--- src/rtl/core/rgbkf_pkg.sv ---
// Package for the RGB 3x3 kernel filter.
// Holds the pixel and window types, the filter mode codes and the register indexes.
// Depends on nothing.
`default_nettype none

package rgbkf_pkg;

  // Channel and pixel geometry.
  localparam int unsigned CH_W     = 8;
  localparam int unsigned NUM_CH   = 3;
  localparam int unsigned PIX_W    = CH_W * NUM_CH;
  localparam int unsigned LEN_W    = 11;
  localparam int unsigned CFG_AW   = 1;

  // Width used for the kernel sums, enough for five times a channel plus sign.
  localparam int unsigned SUM_W    = CH_W + 4;

  // Largest channel value.
  localparam logic [CH_W-1:0] CH_MAX = {CH_W{1'b1}};

  // Reset line length in pixels.
  localparam int unsigned RESET_LINE_LENGTH = 640;

  // Configuration register indexes.
  localparam logic [CFG_AW-1:0] REG_LINE_LENGTH = 1'd0;
  localparam logic [CFG_AW-1:0] REG_FILTER_MODE = 1'd1;

  typedef logic [CH_W-1:0] chan_t;

  // One pixel, red in the lowest bits, then green, then blue.
  typedef chan_t [NUM_CH-1:0] pix_t;

  typedef enum logic {
    MODE_BLUR    = 1'b0,
    MODE_SHARPEN = 1'b1
  } filter_mode_e;

  // Three horizontally adjacent pixels.
  typedef struct packed {
    pix_t r;
    pix_t c;
    pix_t l;
  } trip_t;

  // The full 3x3 neighbourhood.
  typedef struct packed {
    trip_t bot;
    trip_t mid;
    trip_t top;
  } window_t;

  // One entry of the line store: the row two above and the row one above.
  typedef struct packed {
    pix_t upper;
    pix_t middle;
  } line_pair_t;

  // Control carried with an item from the input register to the result logic.
  typedef struct packed {
    logic flush;
    logic emit_a;
    logic emit_b;
    logic border;
  } item_ctrl_t;

endpackage

`default_nettype wire

--- src/rtl/core/rgbkf_kernel.sv ---
// Kernel arithmetic of the RGB 3x3 kernel filter: blur or sharpen per channel.
// Purely combinational. Depends on rgbkf_pkg.
`default_nettype none

module rgbkf_kernel
  import rgbkf_pkg::*;
(
  input  filter_mode_e mode_i,
  input  window_t      win_i,
  output pix_t         pix_o
);

  for (genvar k = 0; k < NUM_CH; k++) begin : g_chan
    logic        [SUM_W-1:0] blur_sum;
    logic signed [SUM_W-1:0] tc, ml, mc, mr, bc;
    logic signed [SUM_W-1:0] sharp_sum;
    chan_t                   blur_px;
    chan_t                   sharp_px;

    // Blur: every weighted term is truncated by sixteen before summing.
    assign blur_sum = SUM_W'(win_i.top.l[k] >> 4) + SUM_W'(win_i.top.c[k] >> 3)
                    + SUM_W'(win_i.top.r[k] >> 4) + SUM_W'(win_i.mid.l[k] >> 3)
                    + SUM_W'(win_i.mid.c[k] >> 2) + SUM_W'(win_i.mid.r[k] >> 3)
                    + SUM_W'(win_i.bot.l[k] >> 4) + SUM_W'(win_i.bot.c[k] >> 3)
                    + SUM_W'(win_i.bot.r[k] >> 4);

    assign blur_px = (blur_sum > SUM_W'(CH_MAX)) ? CH_MAX : CH_W'(blur_sum);

    // Sharpen: five times the centre less the four direct neighbours.
    assign tc = $signed(SUM_W'(win_i.top.c[k]));
    assign ml = $signed(SUM_W'(win_i.mid.l[k]));
    assign mc = $signed(SUM_W'(win_i.mid.c[k]));
    assign mr = $signed(SUM_W'(win_i.mid.r[k]));
    assign bc = $signed(SUM_W'(win_i.bot.c[k]));

    assign sharp_sum = (mc <<< 2) + mc - tc - bc - ml - mr;

    // Clamp to the channel range at both ends.
    always_comb begin
      if (sharp_sum < 0) begin
        sharp_px = '0;
      end else if (sharp_sum > $signed(SUM_W'(CH_MAX))) begin
        sharp_px = CH_MAX;
      end else begin
        sharp_px = CH_W'(sharp_sum);
      end
    end

    assign pix_o[k] = (mode_i == MODE_SHARPEN) ? sharp_px : blur_px;
  end

endmodule

`default_nettype wire

--- config.mk ---
export PLATFORM = sky130hd
export DESIGN_NAME = rgbkf_kernel
export DESIGN_NICKNAME = d
export VERILOG_FILES = /design/src/rtl/core/rgbkf_pkg.sv /design/src/rtl/core/rgbkf_kernel.sv
export SDC_FILE = /design/constraint.sdc
export NUM_CORES = 1
export LEC_CHECK = 0
export BUFFER_PORTS_ARGS = -buffer_cell sky130_fd_sc_hd__buf_2
export CAP_MARGIN = 15
export CELL_PAD_IN_SITES_DETAIL_PLACEMENT = 1
export CELL_PAD_IN_SITES_GLOBAL_PLACEMENT = 2
export CORE_MARGIN = 10
export CORE_UTILIZATION = 32
export DETAILED_ROUTE_END_ITERATION = 7
export PLACE_DENSITY = 0.87
export RECOVER_POWER = 100
export REMOVE_ABC_BUFFERS = 1
export SETUP_SLACK_MARGIN = 0.02
export SYNTH_ARGS = -nofsm -noshare
export SYNTH_HDL_FRONTEND = slang
export SYNTH_SLANG_ARGS = --single-unit
--- constraint.sdc ---
create_clock -name vclk -period 10
set_input_delay 2 -clock vclk [all_inputs]
set_output_delay 2 -clock vclk [all_outputs]
set_load 0.02 [all_outputs]
# [Yosys cells after proc, flatten, opt, wreduce, memory -nomap -nowiden]
# Index checks and enable logic that the tools add are counted.
[classes] add_sub_neg=39 order_cmp=9 mux=12
[ops] op="subtractor 12 x 9 -> 12 bit" n=10
[ops] op="2-to-1 mux 8 bit" n=12
[ops] op="adder 12 x 4 -> 12 bit" n=4
[ops] op="adder 12 x 5 -> 12 bit" n=3
[ops] op="> comparator 12 x 8 -> 1 bit, second input constant" n=3
[ops] op="> comparator 12 x 9 -> 1 bit, second input constant" n=3
[ops] op="< comparator 12 x 1 -> 1 bit, second input constant" n=3
[ops] op="adder 10 x 8 -> 11 bit" n=3
[ops] op="adder 11 x 5 -> 12 bit" n=2
[ops] op="subtractor 11 x 8 -> 12 bit" n=2
[ops] op="adder 10 x 4 -> 11 bit" n=2
[ops] op="adder 6 x 4 -> 7 bit" n=3
[ops] op="adder 9 x 5 -> 10 bit" n=2
[ops] op="adder 4 x 5 -> 6 bit" n=3
[ops] op="adder 8 x 6 -> 9 bit" n=2
[ops] op="adder 7 x 5 -> 8 bit" n=2
[ops] op="adder 12 x 6 -> 12 bit" n=1
[totals] inputBits=217 regBits=0

# [Longest topological paths before layout]
# Gate-level depths: netlist of run 1.
[depth] depth_word=11 mapped_depth=18 ltp_nobuf=18

# [Worst setup path before layout of run 1]
# No wires, ideal clock.
[synth_path] path_kind="input to output" from="input win_i[22] (netlist name)" to="output pix_o[21] (netlist name)" t_arrival_ps=6575 path_slack_ps=1425 path_stages=18 path_cell_list="fa_1 > ha_1 > a21o_1 > a21oi_1 > xnor2_1 > ha_1 > inv_1 > fa_1 > inv_1 > fa_1 > ha_1 > ha_1 > and2_1 > a311o_1 > a21oi_2 > nor3b_1 > a2111o_1 > o221a_1"
[synth_lines] element="start, declared" line="rgbkf_kernel.sv:9" source="input window_t win_i,"
[synth_lines] element="end, declared" line="rgbkf_kernel.sv:10" source="output pix_t pix_o"

==> results of run 1 <==
[logic make-up after synthesis]
group | share of synthesized area, %
AND/OR/NAND/NOR | 5.875
XOR/XNOR | 4.335
buffers and inverters | 12.75
multiplexers | 0.8535
adder cells (fa/ha/maj) | 61.56
AO/OA/AOI/OAI | 14.63
[area by class of cell]
type / instances / area, um^2 / share of cell area [%]
inverter: 249 / 934.6 / 10.64
multi-input combinational: 548 / 6519 / 74.23
tap: 313 / 391.6 / 4.459
timing repair buffer: 193 / 937.1 / 10.67
[per-stage QoR]
step                      setup slack, ps  cell area (um^2)  instances  power [W]  utilization (%)
after floorplan                      1425              7457        797   0.001630                -
after global placement              890.8              8815       1303   0.002170            38.58
after detailed placement            795.4              8815       1303   0.002209            38.58
after CTS                           762.4              8815       1303   0.002231            38.58
after global routing                418.4              8782       1303   0.002473            38.44
final                               713.0              8782       1303   0.002162            38.44
[where the power goes]
part           internal, W  total, W  switching, W
Combinational     0.000908   0.00216       0.00125
Clock                    0         0             0
Sequential               0         0             0
[per-layer routing]
layer	track usage, %	wire [um]	up-vias
met2	26.83	10970	114
met5	0	0	-
met1	17.11	8976	3012
li1	-	-	2911
met3	1.547	677	2
met4	0.2156	35	0
[final timing paths]
kind	to	slack (ps)	cells after the start
worst max-delay path	pix_o[21]	710	20
worst min-delay path	pix_o[0]	4650	3
[cells in the final DEF (no fill, tap or decap), types with 5 or more instances in the layout]
cell type  netlist  routed
a21o_1          16      16
a21oi_1         36      37
and2_1           5       5
buf_2            0     170
clkbuf_1         2      23
fa_1           173     173
ha_1            91      91
inv_1          249     249
nand2_1         23      23
nor2_1          18      18
nor2b_1          5       5
o21ai_0         27      27
o21bai_1         5       5
o221a_1         15      15
o22ai_1          9       9
o31ai_1          9       9
xnor2_1         25      25
xor2_1          12      12
==> summary.md, run 1 <==
| Metric | Value |
|---|---|
| Status | `finished, final reports clean` |
| # Post-CTS Setup Buffers | `0` |
| Vias in the first global route | `around 7200` |
| Total grt overflow | `0` |
| Top-count cell post-synth | `inv_1` |
| Port bufs | `193` |
| Min-delay src | `mode_i` |
| Fillers | `2771` |
| Fin crit share | `92.87%` |
| Die Wd | `172.8 um` |
| Slowest-stage cell, CP | `fa_1` |
| Iter 0 DRT Violations | `152` |
| DRT Wirelength | `20660 um` |
| Crit Path Max Fanout | `6` |
| Share of layout cells above drive strength 1 | `between 10% and 20%` |
| CP bufs+invs | `4` |
| Largest net degree at the start of global routing | `26` |
| Ys Warns | `0` |
| FF+latch area | `0 um^2` |
| Mapped Cells | `800` |
| # setup viols final | `0` |
| Commonest cells in the synthesized netlist | `inv_1, fa_1, ha_1, a21oi_1, o21ai_0` |
| Syn avg cell area | `9.345 um^2` |
| Final net count | `roughly 1500` |
| CP Class | `input port to output port` |
| Fin crit period | `between 9000 and 10000 ps` |
| Max Transition Viols Final | `0` |
| Antenna viol nets, final | `0` |
| MaxCap Viol Count | `0` |
| Cts hold-fix bufs | `0` |
| Hold_ws | `about 4600 ps` |
| Core area | `22850 um^2` |
| Top cell family by delay on the critical path | `adder cells` |
| Initial Utilization | `32.72%` |
| First-pass GRT wire length | `35490 um` |
| Quantity of gates resized following cts | `0` |
| Min-Delay Path Class | `input port to output port` |
| Syn-to-layout area delta | `17.47%` |
| Via count | `6039` |
| Worst slew pin tran | `608.3 ps` |
| Post-synth top area share | `46.33%` |
| Die footprint | `29880 um^2` |
| Post-Syn Area | `7476 um^2` |
| Initial antenna violation count | `0` |
| Crit. Startpoint | `win_i[22]` |
| Clk_buf instances | `0` |
| Maximum clock rate | `107.7 MHz` |
| GP Congestion | `0.8175` |
| Via density | `4.635` |
| Slew HR | `between 50% and 60%` |
| Synth top area cells | `fa_1, ha_1, inv_1` |
| CP Capture Type | `output port` |
| Drc violations | `0` |
| WP data arrival | `7290 ps` |
| Leakage power | `approximately 4.7 nW` |
| CP Launch Type | `input port` |
| Fin. Hold Viols | `0` |
| RSZ-0062 raised after global routing | `no` |
| Seq Cell Count | `0` |
| Yosys top cell by area | `fa_1` |
| Number of placement rows | `55` |
| Most used cell along the critical path | `ha_1` |
| Setup TNS | `0 ps` |
| Register area share after synthesis | `0%` |
| Routed length per instance | `around 16 um` |
| Power density over the cells | `246.1 nW/um^2` |
| Number of library cell types mapped by synthesis | `57` |
| Number of top-level pins | `241` |
| ANT cells | `0` |
| Critical Path RT | `8000 ps` |
| Crit-path max cell delay | `610 ps` |
| First-pass DRT Iterations | `4` |
| Gr usage total | `roughly 14%` |
| HPWL Detailed | `19730 um` |
| Die H | `roughly 170 um` |
| Maximum vdd drop | `194.3 uV` |
| Worst-path cell chain | `buf_2 > fa_1 > ha_1 > a21o_1 > a21oi_1 > xnor2_1 > ha_1 > inv_1 > fa_1 > inv_1 > fa_1 > ha_1 > ha_1 > and2_1 > a311o_1 > a21oi_1 > nor3b_1 > a2111o_1 > o221a_1 > clkbuf_1` |
Note: power is estimated with default switching activity, not from simulation.
==> inputs of run 2 (changes only) <==
--- a/config.mk
+++ b/config.mk
@@ -7,7 +7,7 @@
 export LEC_CHECK = 0
 export BUFFER_PORTS_ARGS = -buffer_cell sky130_fd_sc_hd__buf_2
 export CAP_MARGIN = 15
-export CELL_PAD_IN_SITES_DETAIL_PLACEMENT = 1
+export CELL_PAD_IN_SITES_DETAIL_PLACEMENT = 2
 export CELL_PAD_IN_SITES_GLOBAL_PLACEMENT = 2
 export CORE_MARGIN = 10
 export CORE_UTILIZATION = 32
@@ -16,6 +16,7 @@
 export RECOVER_POWER = 100
 export REMOVE_ABC_BUFFERS = 1
 export SETUP_SLACK_MARGIN = 0.02
+export SLEW_MARGIN = 15
 export SYNTH_ARGS = -nofsm -noshare
 export SYNTH_HDL_FRONTEND = slang
 export SYNTH_SLANG_ARGS = --single-unit
==> summary.md, run 2 (synthesis gave the netlist of run 1 again) <==
| Metric | Value |
|---|---|
| Drc violations | `0` |
| Final worst-path setup slack | `roughly 640 ps` |
| GP Congestion | `0.8175` |
| Crit. Startpoint | `win_i[22]` |
| Die footprint | `29880 um^2` |
| CP Class | `input port to output port` |
| RSZ-0062 raised after global routing | `no` |
| Worst slew pin tran | `~660 ps` |
| Port bufs | `193` |
| Cts hold-fix bufs | `0` |
| Min-Delay Path Class | `input port to output port` |
| Status | `finished, final reports clean` |
| Post-Place Setup Slack | `approximately 800 ps` |
| Via density | `4.852` |
| Die H | `172.8 um` |
| DRT Wirelength | `~26000 um` |
| Initial Utilization | `32.72%` |
| # setup viols final | `0` |
| Seq Cell Count | `0` |
| Fin. Hold Viols | `0` |
| Critical Path End | `pix_o[16]` |
| Syn-to-layout area delta | `17.51%` |
| Clk_buf instances | `0` |
| Number of placement rows | `55` |
| Vias in the first global route | `8003` |
| Routed length per instance | `19.63 um` |
| First-pass GRT wire length | `~42000 um` |
| Antenna viol nets, final | `0` |
| Total grt overflow | `0` |
| Maximum vdd drop | `~220 uV` |
| Power density over the cells | `about 260 nW/um^2` |
| Quantity of gates resized following cts | `0` |
| # Post-CTS Setup Buffers | `0` |
| Initial antenna violation count | `1` |
| Crit Path Max Fanout | `6` |
| Share of layout cells above drive strength 1 | `18.08%` |
| Core area | `about 23000 um^2` |
| Critical Path RT | `8000 ps` |
| Setup TNS | `0 ps` |
| CP Capture Type | `output port` |
| Via count | `6327` |
| Slew HR | `56.31%` |
| Maximum clock rate | `106.8 MHz` |
| Die Wd | `172.8 um` |
| Largest net degree at the start of global routing | `26` |
| HPWL Detailed | `24450 um` |
| Commonest non-fill, non-tap cell in the layout | `inv_1` |
| Iter 0 DRT Violations | `between 150 and 200` |
| FF+latch area | `0 um^2` |
| Final net count | `1473` |
| First-pass DRT Iterations | `4` |
| Leakage power | `about 4.7 nW` |
| MaxCap Viol Count | `0` |
| Total Power | `0.002305 W` |
| Final Util | `38.45%` |
| WP data arrival | `7360 ps` |
| Hold_ws | `approximately 4700 ps` |
| Fillers | `2600` |
| Most frequent cells in the layout | `inv_1, fa_1, buf_2, ha_1, a21oi_1` |
| Fin crit share | `about 94%` |
| Max Transition Viols Final | `0` |
| Gr usage total | `16.98%` |
| Number of top-level pins | `241` |
| CP Launch Type | `input port` |
| Fin crit period | `between 9000 and 10000 ps` |
==> run 2: power breakdown <==
group / internal, W / total, W / switching (W)
logic: 0.000935 / 0.00231 / 0.00137
clock network: 0.0000000000134 / 0.0000000000134 / 0
registers: 0 / 0 / 0
total: 0.000935 / 0.00231 / 0.00137
==> run 2: per-stage QoR <==
stage / std cells / cell area, um^2
5_1_grt: 1304 / 8785
6_report: 1304 / 8785
3_3_place_gp: 1303 / 8815
3_5_place_dp: 1303 / 8815
2_1_floorplan: 797 / 7457
4_1_cts: 1303 / 8815
==> run 2: worst min-delay path by stage <==
| stage | end | start | cells after the start |
|---|---|---|---|
| 2_1_floorplan | pix_o[0] | mode_i | 1 |
| 3_3_place_gp | pix_o[0] | mode_i | 3 |
| 3_5_place_dp | pix_o[7] | mode_i | 3 |
| 4_1_cts | pix_o[7] | mode_i | 3 |
| 5_1_grt | pix_o[1] | mode_i | 3 |
| 6_report | pix_o[1] | mode_i | 3 |
==> run 2: layer usage <==
| metal | GRT usage, % | up-vias | wire, um |
|---|---|---|---|
| met5 | 0 | - | 0 |
| met4 | 2.515 | 0 | 462 |
| met3 | 1.830 | 28 | 808 |
| met2 | 34.78 | 138 | 14600 |
| met1 | 18.28 | 3241 | 9734 |
| li1 | - | 2920 | - |
==> run 2: area by class of cell <==
cell class,count,area (um^2),area share (%)
Timing Repair Buffer,193,937.1,10.67
Antenna cell,1,2.502,0.02849
Tap cell,313,391.6,4.458
Inverter,249,934.6,10.64
Multi-Input combinational cell,548,6519,74.21
==> run 2: critical path: stages <==
cell and delay, ps:
buf_2 120, fa_1 540, ha_1 330, a21o_1 170, a21oi_1 220, xnor2_1 100, ha_1 270, inv_1 50
fa_1 470, inv_1 50, fa_1 490, ha_1 330, ha_1 370, and2_1 160, a311o_1 320, a21oi_1 300
nor3b_1 100, a2111o_1 480, o221a_1 300, clkbuf_1 210
